File: src/hdl/rrc_pkg.sv
`default_nettype none
// ----------------------------------------------------------------------------
// rrc_pkg
// Types and constants for the residue checker.
// ----------------------------------------------------------------------------
package rrc_pkg;

    localparam logic [7:0] TOK_CONCAT = 8'h2E;
    localparam logic [7:0] TOK_UNION  = 8'h2B;
    localparam logic [7:0] TOK_STAR   = 8'h2A;

    localparam logic [1:0] VERDICT_YES = 2'd0;
    localparam logic [1:0] VERDICT_NO  = 2'd1;
    localparam logic [1:0] VERDICT_ERR = 2'd2;

    typedef enum logic [1:0] {
        OP_LETTER,
        OP_CONCAT,
        OP_UNION,
        OP_STAR
    } op_t;

    typedef enum logic [3:0] {
        ST_IDLE,
        ST_READ1,
        ST_READ2,
        ST_CONCAT,
        ST_STAR_G,
        ST_STAR_D,
        ST_STAR_M,
        ST_PUSH,
        ST_FINISH,
        ST_OUT
    } state_t;

    typedef struct packed {
        logic load_op;     // latch token and operands start
        logic rd_top;      // read stack at depth-1
        logic rd_next;     // read stack at depth-2
        logic cap_x;       // capture read data as x
        logic cap_y;       // capture read data as y
        logic cat_init;
        logic cat_step;
        logic star_init;
        logic gcd_step;    // one subtract step of gcd
        logic star_d_init;
        logic star_m_step;
        logic do_push;     // push result (or mark overflow)
        logic do_pop1;
        logic do_pop2;
        logic set_err;
        logic rd_verdict;
        logic end_expr;
    } rrc_cmd_t;

    typedef struct packed {
        op_t  op;
        logic err;
        logic depth_lt1;
        logic depth_lt2;
        logic last;
        logic cat_done;
        logic gcd_done;
        logic star_m_done;
    } rrc_status_t;

endpackage
`default_nettype wire

File: src/hdl/rrc_controller.sv
`default_nettype none
// ----------------------------------------------------------------------------
// rrc_controller
// Sequencer for token handling and verdict output.
// ----------------------------------------------------------------------------
module rrc_controller (
    input  wire                  clk,
    input  wire                  rst_n,
    input  wire                  in_valid,
    output logic                 in_ready,
    output logic                 out_valid,
    input  wire                  out_ready,
    input  rrc_pkg::rrc_status_t status,
    output rrc_pkg::rrc_cmd_t    cmd
);
    import rrc_pkg::*;

    state_t state_reg, state_next;
    logic   out_valid_reg, out_valid_next;

    always_ff @(posedge clk or negedge rst_n)
    begin
        if (!rst_n)
        begin
            state_reg     <= ST_IDLE;
            out_valid_reg <= 1'b0;
        end
        else
        begin
            state_reg     <= state_next;
            out_valid_reg <= out_valid_next;
        end
    end

    assign out_valid = out_valid_reg;

    always_comb
    begin
        state_next     = state_reg;
        out_valid_next = out_valid_reg && !out_ready;
        cmd            = '0;
        in_ready       = 1'b0;
        unique case (state_reg)
            ST_IDLE:
            begin
                in_ready = 1'b1;
                if (in_valid)
                begin
                    cmd.load_op = 1'b1;
                    state_next  = ST_READ1;
                end
            end
            ST_READ1:
            begin
                if (status.err)
                    state_next = ST_FINISH;
                else if (status.op == OP_LETTER)
                    state_next = ST_PUSH;
                else if (status.op == OP_STAR && status.depth_lt1)
                begin
                    cmd.set_err = 1'b1;
                    state_next  = ST_FINISH;
                end
                else if (status.op != OP_STAR && status.depth_lt2)
                begin
                    cmd.set_err = 1'b1;
                    state_next  = ST_FINISH;
                end
                else
                begin
                    cmd.rd_top = 1'b1;
                    state_next = ST_READ2;
                end
            end
            ST_READ2:
            begin
                cmd.rd_next = 1'b1;
                cmd.cap_x   = 1'b1;
                if (status.op == OP_STAR)
                begin
                    cmd.do_pop1 = 1'b1;
                    state_next  = ST_STAR_G;
                end
                else
                    state_next = ST_CONCAT;
            end
            ST_CONCAT:
            begin
                cmd.cap_y   = 1'b1;
                cmd.do_pop2 = 1'b1;
                if (status.op == OP_CONCAT)
                begin
                    state_next = ST_STAR_D;
                end
                else
                    state_next = ST_PUSH;
            end
            ST_STAR_G:
            begin
                if (status.op == OP_STAR)
                begin
                    cmd.star_init = 1'b1;
                    state_next    = ST_STAR_M;
                end
                else
                begin
                    cmd.cat_step = 1'b1;
                    if (status.cat_done)
                    begin
                        cmd.cat_step = 1'b0;
                        state_next   = ST_PUSH;
                    end
                end
            end
            ST_STAR_D:
            begin
                cmd.cat_init = 1'b1;
                state_next   = ST_STAR_G;
            end
            ST_STAR_M:
            begin
                if (status.gcd_done)
                begin
                    cmd.star_d_init = 1'b1;
                    state_next      = ST_OUT;
                end
                else
                    cmd.gcd_step = 1'b1;
            end
            ST_OUT:
            begin
                if (status.star_m_done)
                    state_next = ST_PUSH;
                else
                    cmd.star_m_step = 1'b1;
            end
            ST_PUSH:
            begin
                cmd.do_push = 1'b1;
                state_next  = ST_FINISH;
            end
            ST_FINISH:
            begin
                // last token waits here until the verdict register is free
                if (status.last)
                begin
                    if (!out_valid_reg || out_ready)
                    begin
                        cmd.rd_verdict = 1'b1;
                        cmd.end_expr   = 1'b1;
                        out_valid_next = 1'b1;
                        state_next     = ST_IDLE;
                    end
                end
                else
                    state_next = ST_IDLE;
            end
            default:
                state_next = ST_IDLE;
        endcase
    end

    assert property (@(posedge clk) disable iff (!rst_n)
        out_valid && !out_ready |=> out_valid)
        else $error("result dropped");
    assert property (@(posedge clk) disable iff (!rst_n)
        cmd.load_op |-> state_reg == ST_IDLE)
        else $error("token taken while busy");
    assert property (@(posedge clk) disable iff (!rst_n)
        cmd.do_push |=> state_reg == ST_FINISH)
        else $error("push not followed by finish");
endmodule
`default_nettype wire

File: config.mk
export PLATFORM = sky130hd
export DESIGN_NAME = rrc_controller
export DESIGN_NICKNAME = d
export VERILOG_FILES = /design/src/hdl/rrc_pkg.sv /design/src/hdl/rrc_controller.sv
export SDC_FILE = /design/constraint.sdc
export NUM_CORES = 1
export LEC_CHECK = 0
export BUFFER_PORTS_ARGS = -buffer_cell sky130_fd_sc_hd__buf_2
export CAP_MARGIN = 30
export CORE_UTILIZATION = 42
export CTS_CLUSTER_DIAMETER = 120
export CTS_CLUSTER_SIZE = 16
export DETAILED_ROUTE_END_ITERATION = 10
export GPL_ROUTABILITY_DRIVEN = 0
export HOLD_SLACK_MARGIN = 0.03
export PLACE_DENSITY_LB_ADDON = 0.3
export SLEW_MARGIN = 30
export SYNTH_ARGS = -nofsm -noshare
export SYNTH_HDL_FRONTEND = slang
export SYNTH_SLANG_ARGS = --single-unit
File: constraint.sdc
create_clock -name clk -period 2.4 [get_ports clk]
set_clock_uncertainty 0.1 [all_clocks]
set_input_delay 0.48 -clock clk [delete_from_list [all_inputs] [get_ports clk]]
set_output_delay 0.48 -clock clk [all_outputs]
set_load 0.02 [all_outputs]
After elaboration in Yosys (flattened, before gate mapping)
Cells that the tools add are included.

operators by class
  equality and inequality tests = 17
  multiplexer cells = 47
  reductions and logical operators = 9

operators by type and width
  cell                number
  $mux 4              11
  $pmux 4 s10         1
  $mux 1              27
  $eq 4x3->1 const B  4
  $mux 2              7
  $eq 4x2->1 const B  2
  $eq 4x4->1 const B  2
  $ne 2x2->1 const B  4
  $ne 3x3->1 const B  2
  $reduce_and 5->1    1
  $eq 4x1->1 const B  1
  $logic_not 4->1     1
  $logic_and 1x1->1   3
  $mux 3              1
  $eq 2x1->1 const B  1
  $eq 2x2->1 const B  1
  $logic_not 1->1     2
  $logic_not 2->1     1
  $logic_or 1x1->1    1

storage, ports and cells
  flip-flop bits (word level) = 5
  input bits = 13
  output and inout port bits = 19
  logic and storage cells = 75

Logic depth before layout (Yosys ltp)
  depth in word-level cells = 7
  depth in mapped cells = 6
  depth with buffers taken out = 5

Worst setup path before layout
OpenSTA, ideal clock, no wires.

  path kind = reg2out
  start point = reg state_reg[2]
  end point = out cmd[16] in the netlist's numbering
  arrival = 1774 ps
  slack = 46 ps
  cell stages (with the launch flop) = 5
  buffers on the path = 2
  path through = dfrtp_1 -> clkbuf_1 -> clkbuf_1 -> nor4_1 -> and2_1

RTL lines
  item                    line                  text
  from (decl)             rrc_controller.sv:18  state_t state_reg, state_next;
  from (signal assigned)  rrc_controller.sv:30  state_reg <= state_next;
  to (decl)               rrc_controller.sv:14  output rrc_pkg::rrc_cmd_t cmd

==> flow_metrics.py <==
metrics = {
    "placed_design": {
        "dpl.cell_count": 115,
        "io_buffer_count": 31,
        "placement.setup.worst_slack_ns": 0.372,
        "place.detailed.hpwl_mm": 1.12,
    },
    "finish": {
        "signed_area_change_from_the_synthesized_netlist_to_the_final_layout_pct": 29.9,
        "antenna_cells": 0,
        "post_route_cells_drive_above_1_share_pct": 41.5,
        "final-instance-count-excl-fill": 120,
        "largest_reg_flops": 4,
        "final_net_count": 120,
    },
    "clock_network": {
        "clkSlewWorstSetupHoldPaths_ns": 0.05,
        "tritoncts": "yes",
        "tritoncts.num_buffers": 3,
        "clock_sinks": 5,
        "postCtsSetupBuffers": 0,
        "htree_num_levels": 1,
        "clk-insertion-delay-late_ns": 0.24,
        "clock_tree.buffer_depth": 2,
        "clock-root-buffer": "sky130_fd_sc_hd__clkbuf_4",
    },
    "global_routing": {
        "grt_pass1_vias": 513,
        "grt_use_total_pct": 20.6,
        "grt_overflow": 0,
        "global_route_wire_length_before_repair_mm": 2.14,
        "antenna_violations_before_repair": 0,
        "grt_max_degree": 15,
    },
    "pwr": {
        "total_power_per_unit_cell_area_nw_per_um2": 1160,
        "post-layout-total-power_uw": 869,
        "ir_drop_mv": 0.870,
        "p_leak_uw": 0.000386,
    },
    "synth": {
        "postSynthCellCount": 77,
        "synth_seq_cells": 5,
        "syn_avg_cell_area_um2": 7.49,
        "synth_warnings": 0,
        "synth_seq_area_share_pct": 21.7,
        "cell_area_after_synthesis_um2": 577,
        "syn-num-nets": 90,
        "synth_cell_type_count": 38,
    },
    "setup_path": {
        "critical_path.slowest_cell": "sky130_fd_sc_hd__dfrtp_1",
        "bufs_and_invs_on_worst_path": 2,
        "crit_family": "flip-flops",
        "cp.arrival_ns": 1.72,
        "end_kind": "output pin",
        "critical_path_required_ns": 1.82,
        "timing_worst_setup_path_type": "flop to output pin",
        "slowest_delay_ns": 0.60,
        "worstPathCellList": "inv_2 > nor4_1 > buf_2",
        "cp_launch_type": "flop",
        "critical_path.max_fanout": 14,
    },
    "sta": {
        "min_period_over_period_pct": 95.9,
        "timing_hold_violations_final": 0,
        "timing.fmax_mhz": 435,
        "hold_ws_ns": 0.383,
        "slew-limit-headroom_pct": 65.4,
        "slew_viol_final": 0,
        "setup_total_negative_slack_ns": 0,
        "setup_viol": 0,
        "period_minus_slack_ns": 2.30,
        "worst-slew-pin-transition_ns": 0.515,
        "fin_ws_ns": 0.0995,
        "rsz_0062_raised_after_global_routing": "no",
    },
    "drt": {
        "wl_met1_um": 687,
        "met2RoutedLength_um": 675,
        "met3_wirelength_um": 53,
        "count_of_unresolved_drc_violations_after_routing": 0,
        "via_count": 657,
        "route.top_layer_used": "met3",
        "number_of_search_and_repair_iterations_in_the_first_detailed_routing_pass": 3,
        "drt-wirelength-per-cell_um": 11.8,
        "totalWireLength_mm": 1.42,
        "ant_nets": 0,
        "detail_route.iter0.violations": 6,
        "mean_number_of_vias_per_cell": 5.48,
    },
    "floorplanning": {
        "boundaryPins": 32,
        "die_area_um2": 1530,
        "height_of_the_chip_um": 39.1,
        "initial_utilization_pct": 48.6,
        "fp.coreArea_um2": 1190,
        "row_count": 12,
        "die_x_um": 39.1,
    },
    "outcome": {
        "run_status": "completed",
    },
    "run": {
        "drv_cap": 0,
    },
    "hold_path": {
        "min_path_type": "input pin to flop",
    },
}
where the power goes:
| group | switching, µW | internal, µW | leakage [µW] |
|---|---|---|---|
| clock network | 33.5 | 62.8 | 0.0000150 |
| registers | 76.7 | 122 | 0.0000640 |
| logic | 322 | 252 | 0.000307 |
area by class of cell:
cell class | count | area, µm²
clock buffer | 4 | 26.3
fill | 108 | 437
inverter | 3 | 11.3
multi-input combinational | 60 | 388
sequential | 5 | 126
tap | 14 | 17.5
timing repair buffer | 34 | 180
logic make-up (layout without fill, tap and decap cells):
logic type                Yosys count  in the layout  synth area share [%]
AOI/OAI and AO/OA                  17             17                  20.2
xor gates and xnor gates            2              2                  3.04
buffers and inverters              12             41                  11.1
DFF                                 5              5                  21.7
muxes                               3              3                  6.07
and+or+nand+nor                    38             38                  38.0
worst register-to-register path: cells and delay by family, from the launching register on:
family	cells	cell delay, ns
DFF	1	0.60
and+or+nand+nor	2	0.60
muxes	1	0.30
AOI/OAI and AO/OA	1	0.24
buffers and inverters	1	0.11
worst paths after layout:
kind	slack, ns	depth (start not counted)	startpoint	end
setup / recovery	0.1	3	state_reg[3]	cmd[6]
hold / removal	0.38	3	status[3]	out_valid
setup reg to reg	0.35	5	state_reg[3]	state_reg[2]
hold reg to reg	0.42	2	out_valid	out_valid
max in group asynchronous	1.58	2	rst_n	state_reg[0]
min in group asynchronous	0.48	2	rst_n	out_valid
layout by cell type, fill, tap and decap left out, types with 2 or more instances in the layout:
cell type,n
sky130_fd_sc_hd__buf_2,31
sky130_fd_sc_hd__nand2_1,7
sky130_fd_sc_hd__nor3_1,6
sky130_fd_sc_hd__nor2_1,6
sky130_fd_sc_hd__o21ai_0,4
sky130_fd_sc_hd__dfrtp_1,4
sky130_fd_sc_hd__nand2b_1,3
sky130_fd_sc_hd__nor4_1,3
sky130_fd_sc_hd__clkbuf_4,3
sky130_fd_sc_hd__inv_1,2
sky130_fd_sc_hd__mux2i_1,2
sky130_fd_sc_hd__a21oi_1,2
sky130_fd_sc_hd__nand3b_1,2
sky130_fd_sc_hd__a31o_1,2
sky130_fd_sc_hd__o21ai_1,2
sky130_fd_sc_hd__buf_4,2
timing repair:
action / in CTS / in global routing
hold buffers: 1 / 0
endpoints found under the setup margin: 0 / 1
hold endpoints to repair: 5 / 0
gates resized for setup: 0 / 1
cell usage after synthesis (all sizes together):
cell type	n	area [µm²]
dfrtp	5	125
a21oi	2	10.0
nor4b	1	8.76
o21ai	6	30.0
nor2	7	28.8
nand2	7	26.3
inv	3	11.3
a31oi	1	6.26
nor2b	1	6.26
nor4	3	18.8
nor3	6	30.0
o21bai	2	18.8
and2	1	6.26
a31o	2	17.5
a211oi	1	7.51
clkbuf	5	18.8
or4	1	7.51
nand3b	2	15.0
or2	2	12.5
xnor2	1	8.76
a32oi	1	8.76
o31a	1	8.76
o221ai	1	8.76
or4b	1	13.8
xor2	1	8.76
nor3b	2	20.0
mux2	1	15.0
mux2i	2	20.0
nand2b	3	18.8
and3	1	6.26
buf	4	33.8
per-stage QoR:
step / utilization, % / instance area (µm²)
floorplan: - / 577
global placement: 60.0 / 712
detailed placement: 60.0 / 712
CTS: 63.1 / 748
global route: 63.2 / 749
finish: 63.2 / 749
per-layer routing:
| metal | vias to the layer above | global-route usage [%] |
|---|---|---|
| met4 | 0 | 2.59 |
| met3 | 0 | 5.20 |
| met1 | 308 | 27.4 |
| met2 | 14 | 34.2 |
| li1 | 335 | - |
| met5 | - | 0 |
No activity file was read; power rests on OpenSTA's default activity.
