## src/hdl/rrc_pkg.sv

```systemverilog
`default_nettype none
// ----------------------------------------------------------------------------
// rrc_pkg
// Types and constants for the residue checker.
// ----------------------------------------------------------------------------
package rrc_pkg;

    localparam logic [7:0] TOK_CONCAT = 8'h2E;
    localparam logic [7:0] TOK_UNION  = 8'h2B;
    localparam logic [7:0] TOK_STAR   = 8'h2A;

    localparam logic [1:0] VERDICT_YES = 2'd0;
    localparam logic [1:0] VERDICT_NO  = 2'd1;
    localparam logic [1:0] VERDICT_ERR = 2'd2;

    typedef enum logic [1:0] {
        OP_LETTER,
        OP_CONCAT,
        OP_UNION,
        OP_STAR
    } op_t;

    typedef enum logic [3:0] {
        ST_IDLE,
        ST_READ1,
        ST_READ2,
        ST_CONCAT,
        ST_STAR_G,
        ST_STAR_D,
        ST_STAR_M,
        ST_PUSH,
        ST_FINISH,
        ST_OUT
    } state_t;

    typedef struct packed {
        logic load_op;     // latch token and operands start
        logic rd_top;      // read stack at depth-1
        logic rd_next;     // read stack at depth-2
        logic cap_x;       // capture read data as x
        logic cap_y;       // capture read data as y
        logic cat_init;
        logic cat_step;
        logic star_init;
        logic gcd_step;    // one subtract step of gcd
        logic star_d_init;
        logic star_m_step;
        logic do_push;     // push result (or mark overflow)
        logic do_pop1;
        logic do_pop2;
        logic set_err;
        logic rd_verdict;
        logic end_expr;
    } rrc_cmd_t;

    typedef struct packed {
        op_t  op;
        logic err;
        logic depth_lt1;
        logic depth_lt2;
        logic last;
        logic cat_done;
        logic gcd_done;
        logic star_m_done;
    } rrc_status_t;

endpackage
`default_nettype wire

```

## src/hdl/rrc_datapath.sv

```systemverilog
`default_nettype none
// ----------------------------------------------------------------------------
// rrc_datapath
// Set stack memory, operand registers, cyclic sum and star units.
// ----------------------------------------------------------------------------
module rrc_datapath #(
    parameter int MAX_MODULUS = 64,
    parameter int STACK_DEPTH = 32
) (
    input  wire                  clk,
    input  wire                  rst_n,
    input  wire [7:0]            token,
    input  wire                  last_token,
    input  wire [7:0]            counted_letter,
    input  wire [6:0]            modulus,
    input  rrc_pkg::rrc_cmd_t    cmd,
    output rrc_pkg::rrc_status_t status,
    output logic [1:0]           verdict
);
    import rrc_pkg::*;

    localparam int MW = MAX_MODULUS;
    localparam int KW = $clog2(MAX_MODULUS + 1);
    localparam int AW = $clog2(STACK_DEPTH);
    localparam int DW = $clog2(STACK_DEPTH + 1);

    logic [MW-1:0] mem [STACK_DEPTH];
    logic [MW-1:0] rd_data_reg;
    logic [DW-1:0] depth_reg;
    logic          err_reg;
    op_t           op_reg;
    logic          last_reg;
    logic [KW-1:0] k_reg;
    logic [MW-1:0] kmask_reg;
    logic [MW-1:0] x_reg, y_reg, res_reg, rot_reg;
    logic [KW-1:0] idx_reg;
    logic [KW-1:0] ga_reg, gb_reg;

    logic [KW-1:0] k_eff;
    logic [MW-1:0] kmask;
    logic [AW-1:0] rd_addr;
    logic [MW-1:0] rot_next;
    logic [MW-1:0] y_cut;

    always_comb
    begin
        if (modulus == 7'd0)
            k_eff = KW'(1);
        else if (32'(modulus) > MAX_MODULUS)
            k_eff = KW'(MAX_MODULUS);
        else
            k_eff = KW'(modulus);
        for (int i = 0; i < MW; i++)
            kmask[i] = (i < 32'(k_eff));
    end

    // rotate left by one within k bits
    always_comb
    begin
        rot_next = (rot_reg << 1) & kmask_reg;
        for (int i = 0; i < MW; i++)
            if ((i + 1) == 32'(k_reg) && rot_reg[i])
                rot_next[0] = 1'b1;
    end

    assign y_cut = y_reg & kmask_reg;

    always_comb
    begin
        if (cmd.rd_next)
            rd_addr = AW'(depth_reg - DW'(2));
        else
            rd_addr = AW'(depth_reg - DW'(1));
    end

    always_ff @(posedge clk)
    begin
        rd_data_reg <= mem[rd_addr];
        if (cmd.do_push && !err_reg && 32'(depth_reg) < STACK_DEPTH)
            mem[AW'(depth_reg)] <= res_reg;
    end

    always_ff @(posedge clk or negedge rst_n)
    begin
        if (!rst_n)
        begin
            depth_reg    <= '0;
            err_reg      <= 1'b0;
        end
        else
        begin
            if (cmd.end_expr)
            begin
                depth_reg <= '0;
                err_reg   <= 1'b0;
            end
            else
            begin
                if (cmd.set_err)
                    err_reg <= 1'b1;
                if (cmd.do_pop2)
                    depth_reg <= depth_reg - DW'(2);
                else if (cmd.do_pop1)
                    depth_reg <= depth_reg - DW'(1);
                else if (cmd.do_push)
                begin
                    if (32'(depth_reg) < STACK_DEPTH)
                        depth_reg <= depth_reg + DW'(1);
                    else
                        err_reg <= 1'b1;
                end
            end
        end
    end

    always_ff @(posedge clk)
    begin
        if (cmd.load_op)
        begin
            last_reg  <= last_token;
            k_reg     <= k_eff;
            kmask_reg <= kmask;
            if (token == counted_letter)
            begin
                op_reg  <= OP_LETTER;
                res_reg <= (k_eff == KW'(1)) ? MW'(1) : MW'(2);
            end
            else if (token == TOK_CONCAT)
                op_reg <= OP_CONCAT;
            else if (token == TOK_UNION)
                op_reg <= OP_UNION;
            else if (token == TOK_STAR)
                op_reg <= OP_STAR;
            else
            begin
                op_reg  <= OP_LETTER;
                res_reg <= MW'(1);
            end
        end
        if (cmd.cap_x)
            x_reg <= rd_data_reg;
        if (cmd.cap_y)
        begin
            y_reg <= rd_data_reg;
            if (op_reg == OP_UNION)
                res_reg <= (x_reg | rd_data_reg) & kmask_reg;
        end
        if (cmd.cat_init)
        begin
            res_reg <= '0;
            rot_reg <= y_cut;
            idx_reg <= '0;
        end
        if (cmd.cat_step)
        begin
            if (x_reg[idx_reg[$clog2(MW)-1:0]] && 32'(idx_reg) < MW)
                res_reg <= res_reg | rot_reg;
            rot_reg <= rot_next;
            idx_reg <= idx_reg + KW'(1);
        end
        if (cmd.star_init)
        begin
            // gcd of nonzero members with k equals gcd over all members incl k
            ga_reg  <= k_reg;
            gb_reg  <= '0;
            idx_reg <= KW'(1);
            x_reg   <= x_reg & kmask_reg;
        end
        if (cmd.gcd_step)
        begin
            // subtraction gcd; absorbs next member when gb idle
            if (gb_reg == '0)
            begin
                if (32'(idx_reg) < 32'(k_reg) && x_reg[idx_reg[$clog2(MW)-1:0]])
                    gb_reg <= idx_reg;
                idx_reg <= idx_reg + KW'(1);
            end
            else if (ga_reg == gb_reg)
                gb_reg <= '0;
            else if (ga_reg > gb_reg)
                ga_reg <= ga_reg - gb_reg;
            else
                gb_reg <= gb_reg - ga_reg;
        end
        if (cmd.star_d_init)
        begin
            res_reg <= '0;
            idx_reg <= '0;
        end
        if (cmd.star_m_step)
        begin
            res_reg[idx_reg[$clog2(MW)-1:0]] <= 1'b1;
            idx_reg <= idx_reg + ga_reg;
        end
    end

    // without an error the last token has just pushed res_reg, so it is the top set
    always_ff @(posedge clk or negedge rst_n)
    begin
        if (!rst_n)
            verdict <= VERDICT_ERR;
        else if (cmd.rd_verdict)
        begin
            if (err_reg || depth_reg == '0)
                verdict <= VERDICT_ERR;
            else
                verdict <= res_reg[0] ? VERDICT_YES : VERDICT_NO;
        end
    end

    always_comb
    begin
        status.op          = op_reg;
        status.err         = err_reg;
        status.depth_lt1   = (depth_reg == '0);
        status.depth_lt2   = (depth_reg < DW'(2));
        status.last        = last_reg;
        status.cat_done    = (idx_reg >= k_reg);
        status.gcd_done    = (gb_reg == '0) && (idx_reg >= k_reg);
        status.star_m_done = (idx_reg >= k_reg);
    end

    assert property (@(posedge clk) disable iff (!rst_n)
        32'(depth_reg) <= STACK_DEPTH)
        else $error("stack depth beyond capacity");
    assert property (@(posedge clk) disable iff (!rst_n)
        cmd.end_expr |=> depth_reg == '0 && !err_reg)
        else $error("expression end did not clear state");
    assert property (@(posedge clk) disable iff (!rst_n)
        cmd.do_pop2 |-> $past(depth_reg) >= DW'(2) || depth_reg >= DW'(2))
        else $error("pop of two with short stack");
endmodule
`default_nettype wire

```

## config.mk

```make
export PLATFORM = sky130hd
export DESIGN_NAME = rrc_datapath
export DESIGN_NICKNAME = d
export VERILOG_FILES = /design/src/hdl/rrc_pkg.sv /design/src/hdl/rrc_datapath.sv
export SDC_FILE = /design/constraint.sdc
export NUM_CORES = 2
export LEC_CHECK = 0
export BUFFER_PORTS_ARGS = -buffer_cell sky130_fd_sc_hd__buf_2
export CORE_MARGIN = 1
export CORE_UTILIZATION = 45
export DETAILED_ROUTE_END_ITERATION = 8
export GPL_ROUTABILITY_DRIVEN = 1
export PLACE_DENSITY_LB_ADDON = 0.1
export SKIP_CTS_REPAIR_TIMING = 1
export SYNTH_ARGS = -nofsm -noshare
export SYNTH_HDL_FRONTEND = slang
export SYNTH_SLANG_ARGS = --single-unit
```

## constraint.sdc

```tcl
create_clock -name clk -period 4.07 [get_ports clk]
set_input_delay 0.6105 -clock clk [delete_from_list [all_inputs] [get_ports clk]]
set_output_delay 0.6105 -clock clk [all_outputs]
set_load 0.02 [all_outputs]
```

---- Word level (Yosys, flattened, before mapping) ----
Memories as Yosys holds them, arrays and structs flattened. A register that Yosys moved wholly into a read port is not among the register bits.
Cells that the tools add are included.
operators by class
  add/sub/neg operators ................... 7
  magnitude comparators ................... 73
  equality and inequality tests ........... 71
  multiplexer cells ....................... 124
  bitwise gates (word level) .............. 7
  reduce and logical (&&, ||, !) cells .... 81
operator list
  operator              number
  $mux W64              16
  $and A64 B64 Y64      4
  $eq A6 B7 Y1 const A  32
  $lt A6 B7 Y1 const A  32
  $or A64 B64 Y64       3
  $mux W7               20
  $eq A5 B7 Y1 const A  16
  $lt A5 B7 Y1 const A  16
  $mux W1               76
  $logic_and A1 B1 Y1   70
  $eq A4 B7 Y1 const A  8
  $lt A4 B7 Y1 const A  8
  $mux W6               5
  $eq A3 B7 Y1 const A  4
  $lt A3 B7 Y1 const A  4
  $eq A8 B6 Y1 const B  3
  $eq A2 B7 Y1 const A  2
  $logic_not A7 Y1      2
  $lt A1 B7 Y1 const A  2
  $lt A2 B7 Y1 const A  2
  $sub A7 B7 Y7         2
  $eq A8 B8 Y1          1
  $mux W2               4
  $reduce_bool A4 Y1    2
  28 further kinds      29
word-level totals
  register bits after elaboration ......... 360
  memory bits (writable) .................. 2048
  bits of input ports ..................... 43
  output and inout bits ................... 11
  word-level logic and storage cells ...... 379
  memories kept ........................... 1
memory list
  name  words  width  read ports  clocked after Yosys merged registers in  wr ports  RTL line            text
  mem   32     64     1           1                                        1         rrc_datapath.sv:27  logic [MW-1:0] mem [STACK_DEPTH];

---- Depth between registers and ports, before layout ----
  depth in word-level cells ............... 67
  mapped depth ............................ 12
  depth with buffers taken out ............ 10

---- Least setup slack after synthesis ----
Ideal clock, no wire load.
  kind .................................... flip-flop to flip-flop
  start point ............................. register depth_reg[2]
  end point ............................... memory mem[20][0] in the netlist's numbering, enable pin
  library setup time ...................... 0.487 ns
  data arrival time ....................... 3.858 ns
  data required time ...................... 3.583 ns
  path slack .............................. -0.275 ns
  cell stages (with the launch flop) ...... 5
  path buffers ............................ 1
  period minus slack after synthesis ...... 4.345 ns
  path through ............................ dfrtp_1 -> clkbuf_1 -> inv_1 -> or3_1 -> nor2_1
on the way
  longest elaborated chain between the ends .. 4
ends and longest elaborated chain
  item                           RTL line             text
  from (decl)                    rrc_datapath.sv:29   logic [DW-1:0] depth_reg;
  from (signal assigned)         rrc_datapath.sv:102  depth_reg <= depth_reg - DW'(2);
  from (signal assigned)         rrc_datapath.sv:104  depth_reg <= depth_reg - DW'(1);
  from (signal assigned)         rrc_datapath.sv:108  depth_reg <= depth_reg + DW'(1);
  $lt A6 B6 Y1                   rrc_datapath.sv:79   if (cmd.do_push && !err_reg && 32'(depth_reg) < STACK_DEPTH)
  $logic_and A1 B1 Y1            rrc_datapath.sv:79
  $mux W1                        rrc_datapath.sv:79
  $mux W1 (implied by the code)  rrc_datapath.sv:80   mem[AW'(depth_reg)] <= res_reg;
  to (decl)                      rrc_datapath.sv:27
Several ways; a longest one is shown, not always the timed one.

==> results by group <==
Timing
  • Max-slew violation count: 0
  • Tcrit/Tclk final: 0.943
  • Relative slew slack: 0.00660
  • FMAX: 0.261 GHz
  • Final period demand of the worst path: 3840 ps
  • Worst slew pin tran: 1480 ps
  • Count of final setup violators: 0
  • Clock Skew: 65.0 ps
  • RSZ-0062 raised after global routing: false
  • Final setup TNS: 0 ps
  • Fin. Hold Viols: 0

Worst setup path
  • Crit-path max FO: 23
  • Crit path launch: idx_reg[1]
  • CP delay by family, top: compound AO/OA/AOI/OAI gates
  • FF-to-FF Start: depth_reg[1]
  • R2r setup slk: 610 ps
  • Slowest stage delay, CP: 520 ps
  • Worst EP arrival: 3230 ps
  • Worst path cell trace: buf_4 > ha_1 > a21o_1 > a21oi_1 > o21ai_0 > nor2_1 > o21ai_1 > and2_1 > buf_2
  • Path type of the worst setup path: flip-flop to output pin
  • Critical path launch point type: flip-flop
  • Setup crit end kind: output pin
  • Slowest-stage cell, CP: dfxtp_4
  • Worst path required time: 3460 ps
  • Buf/Inv on CP: 2

Synth
  • Post-synth top area share: 0.708
  • Syn Std Cell Area: 98100 um2
  • YS warnings: 0
  • Top cell type by total area after synthesis: edfxtp_1
  • Cell with the most instances after synthesis: edfxtp_1
  • Synth area leaders: edfxtp_1, mux4_2, dfxtp_1, mux2i_1, o21ai_0
  • Post-synth EDFFs: 2313
  • Synth Area per Inst: approximately 19 um2
  • Share of the yosys chip area belonging to registers: 0.740
  • Syn_nets: 5260
  • Synth cell count leaders: edfxtp_1, mux4_2, o21ai_0, nand2_1, mux2i_1
  • Yosys reg bits: 2471
  • Post-synthesis async set-or-reset flop share: 0.00364
  • Ys flop type: edfxtp_1
  • Synth cell types: 70
  • Post-synthesis cell count: 5180

Detailed routing
  • # DRC: 0
  • Post-DR wirelength/cell: 31.3 um
  • Routed WL: roughly 270000 um
  • DR pass1 iterations: 6
  • Routed Antenna Nets: 0
  • DR iter-0 viols: 5968
  • Vias per inst: 6.00
  • Routed vias: about 51000

Layout
  • Max FFs per register: 2048
  • Fillcell total: 17306
  • Share of layout cells above drive strength 1: 0.253
  • Final Util: 0.520
  • Area Overhead vs Synth: 15.0%
  • Post-layout nets: 5529
  • Final cell count without fillers: 8513
  • Multi-input logic area: 24100 um2
  • Register area: 72700 um2
  • Top reg by flops: mem

Run status
  • Run status: finished with violations
  • Failing checks: max-capacitance violations

Floorplanning
  • Die Y: about 470 um
  • Starting Density: 0.452
  • Std-Cell Rows: about 170
  • Die Width: between 400 and 500 um
  • Core area: between 200000 and 250000 um2
  • I/O Pins: between 50 and 60
  • Die area: approximately 220000 um2

Placed design
  • Post-Place Cells: 8012
  • PortBufs: 52
  • Post-DP HPWL: between 100000 and 150000 um
  • Gpl congestion: ~0.95

CTS
  • CTS tree: done
  • CTS buffer count: 282
  • Root Buffer: clkbuf_16
  • CTS sink cnt: 2471
  • H-tree levels: 5
  • Clk slew on worst S/H paths: roughly 60 ps
  • Clk Latency, worst-skew pair: 930 ps
  • Clock buffer depth: 4

Power
  • Cell leakage power: 37.0 nW
  • Worst IR Drop VDD: roughly 0.50 mV
  • Pwr dens: 607 nW/um2

Global routing
  • GRT Util Overall: 0.244
  • Global-route wire length before repair: ~380000 um
  • Total grt overflow: 0
  • Vias in the first global route: a little over 50000
  • Initial antenna violation count: 17
  • Largest net degree at the start of global routing: 116

Run
  • Total of max-cap violations: 1

Hold path
  • Worst min path class: input port to flip-flop
  • HP Start: token[2]
metrics by stage:
step	setup slack, ps	area, um2	power (mW)	hold slack, ps
3_5_place_dp	543	104000	44.5	451
3_3_place_gp	562	104000	44.4	444
5_1_grt	20.5	113000	71.0	19.4
6_report	233	113000	68.5	49.2
2_1_floorplan	-275	98200	39.4	315
4_1_cts	-158	113000	69.0	-477
logic make-up after synthesis:
logic type / after synthesis / synth area share
adder cells (fa/ha/maj): 37 / 0.00495
multiplexers: 880 / 0.159
AO/OA/AOI/OAI: 645 / 0.0432
other: 1 / 0.0000382
buffers and inverters: 410 / 0.0172
flip-flops: 2471 / 0.740
XOR/XNOR: 24 / 0.00214
AND/OR/NAND/NOR: 712 / 0.0333
path summary, 6_finish.rpt:
path | endpoint | cells past startpoint
worst min register to register | y_reg[29] | 0
worst max-delay path | status[1] | 9
worst min-delay path | op_reg[1] | 2
min in group asynchronous | depth_reg[4] | 2
worst max register to register | rd_data_reg[52] | 10
max in group asynchronous | verdict[1] | 2
report_power, final:
group          internal, mW  switching, mW
Sequential             30.6           2.52
Combinational          4.61           6.27
Clock                  14.6           9.86
routing by layer:
metal,global-route usage,share of wire,up-vias
met5,0,0.00013,-
met4,0.0623,0.024,6
met3,0.0327,0.062,401
met2,0.381,0.47,1784
met1,0.364,0.45,27402
li1,-,-,21481
cell usage in the layout (no fill, tap or decap), drive strengths merged, types with 6 or more instances in the layout:
master / count
o221ai: 63
diode: 6
or3: 6
o21ai: 324
a221o: 8
nand2b: 6
dlygate4sd3: 7
nand2: 243
dfrtp: 8
nor4b: 6
a22o: 7
nand3: 83
a21o: 8
nor2: 211
and3: 12
nor4: 7
edfxtp: 2313
clkbuf: 378
xnor2: 17
ha: 34
xor2: 7
dfxtp: 149
o211ai: 68
bufinv: 20
nor3: 19
and3b: 6
clkinvlp: 8
mux4: 528
a22oi: 6
mux2: 135
inv: 117
buf: 271
clkinv: 82
nand4: 9
a21oi: 119
nor2b: 79
mux2i: 217
cell type report:
cell class,instances,area share
well taps,2854,0.0316
multi-input cells,2299,0.214
flip-flops and latches,2471,0.644
repair buffers,278,0.0289
diodes,6,0.000133
clock buffers,378,0.0690
inverters,117,0.00389
clock inverters,110,0.00911
Power figures use the tool's default switching activity.
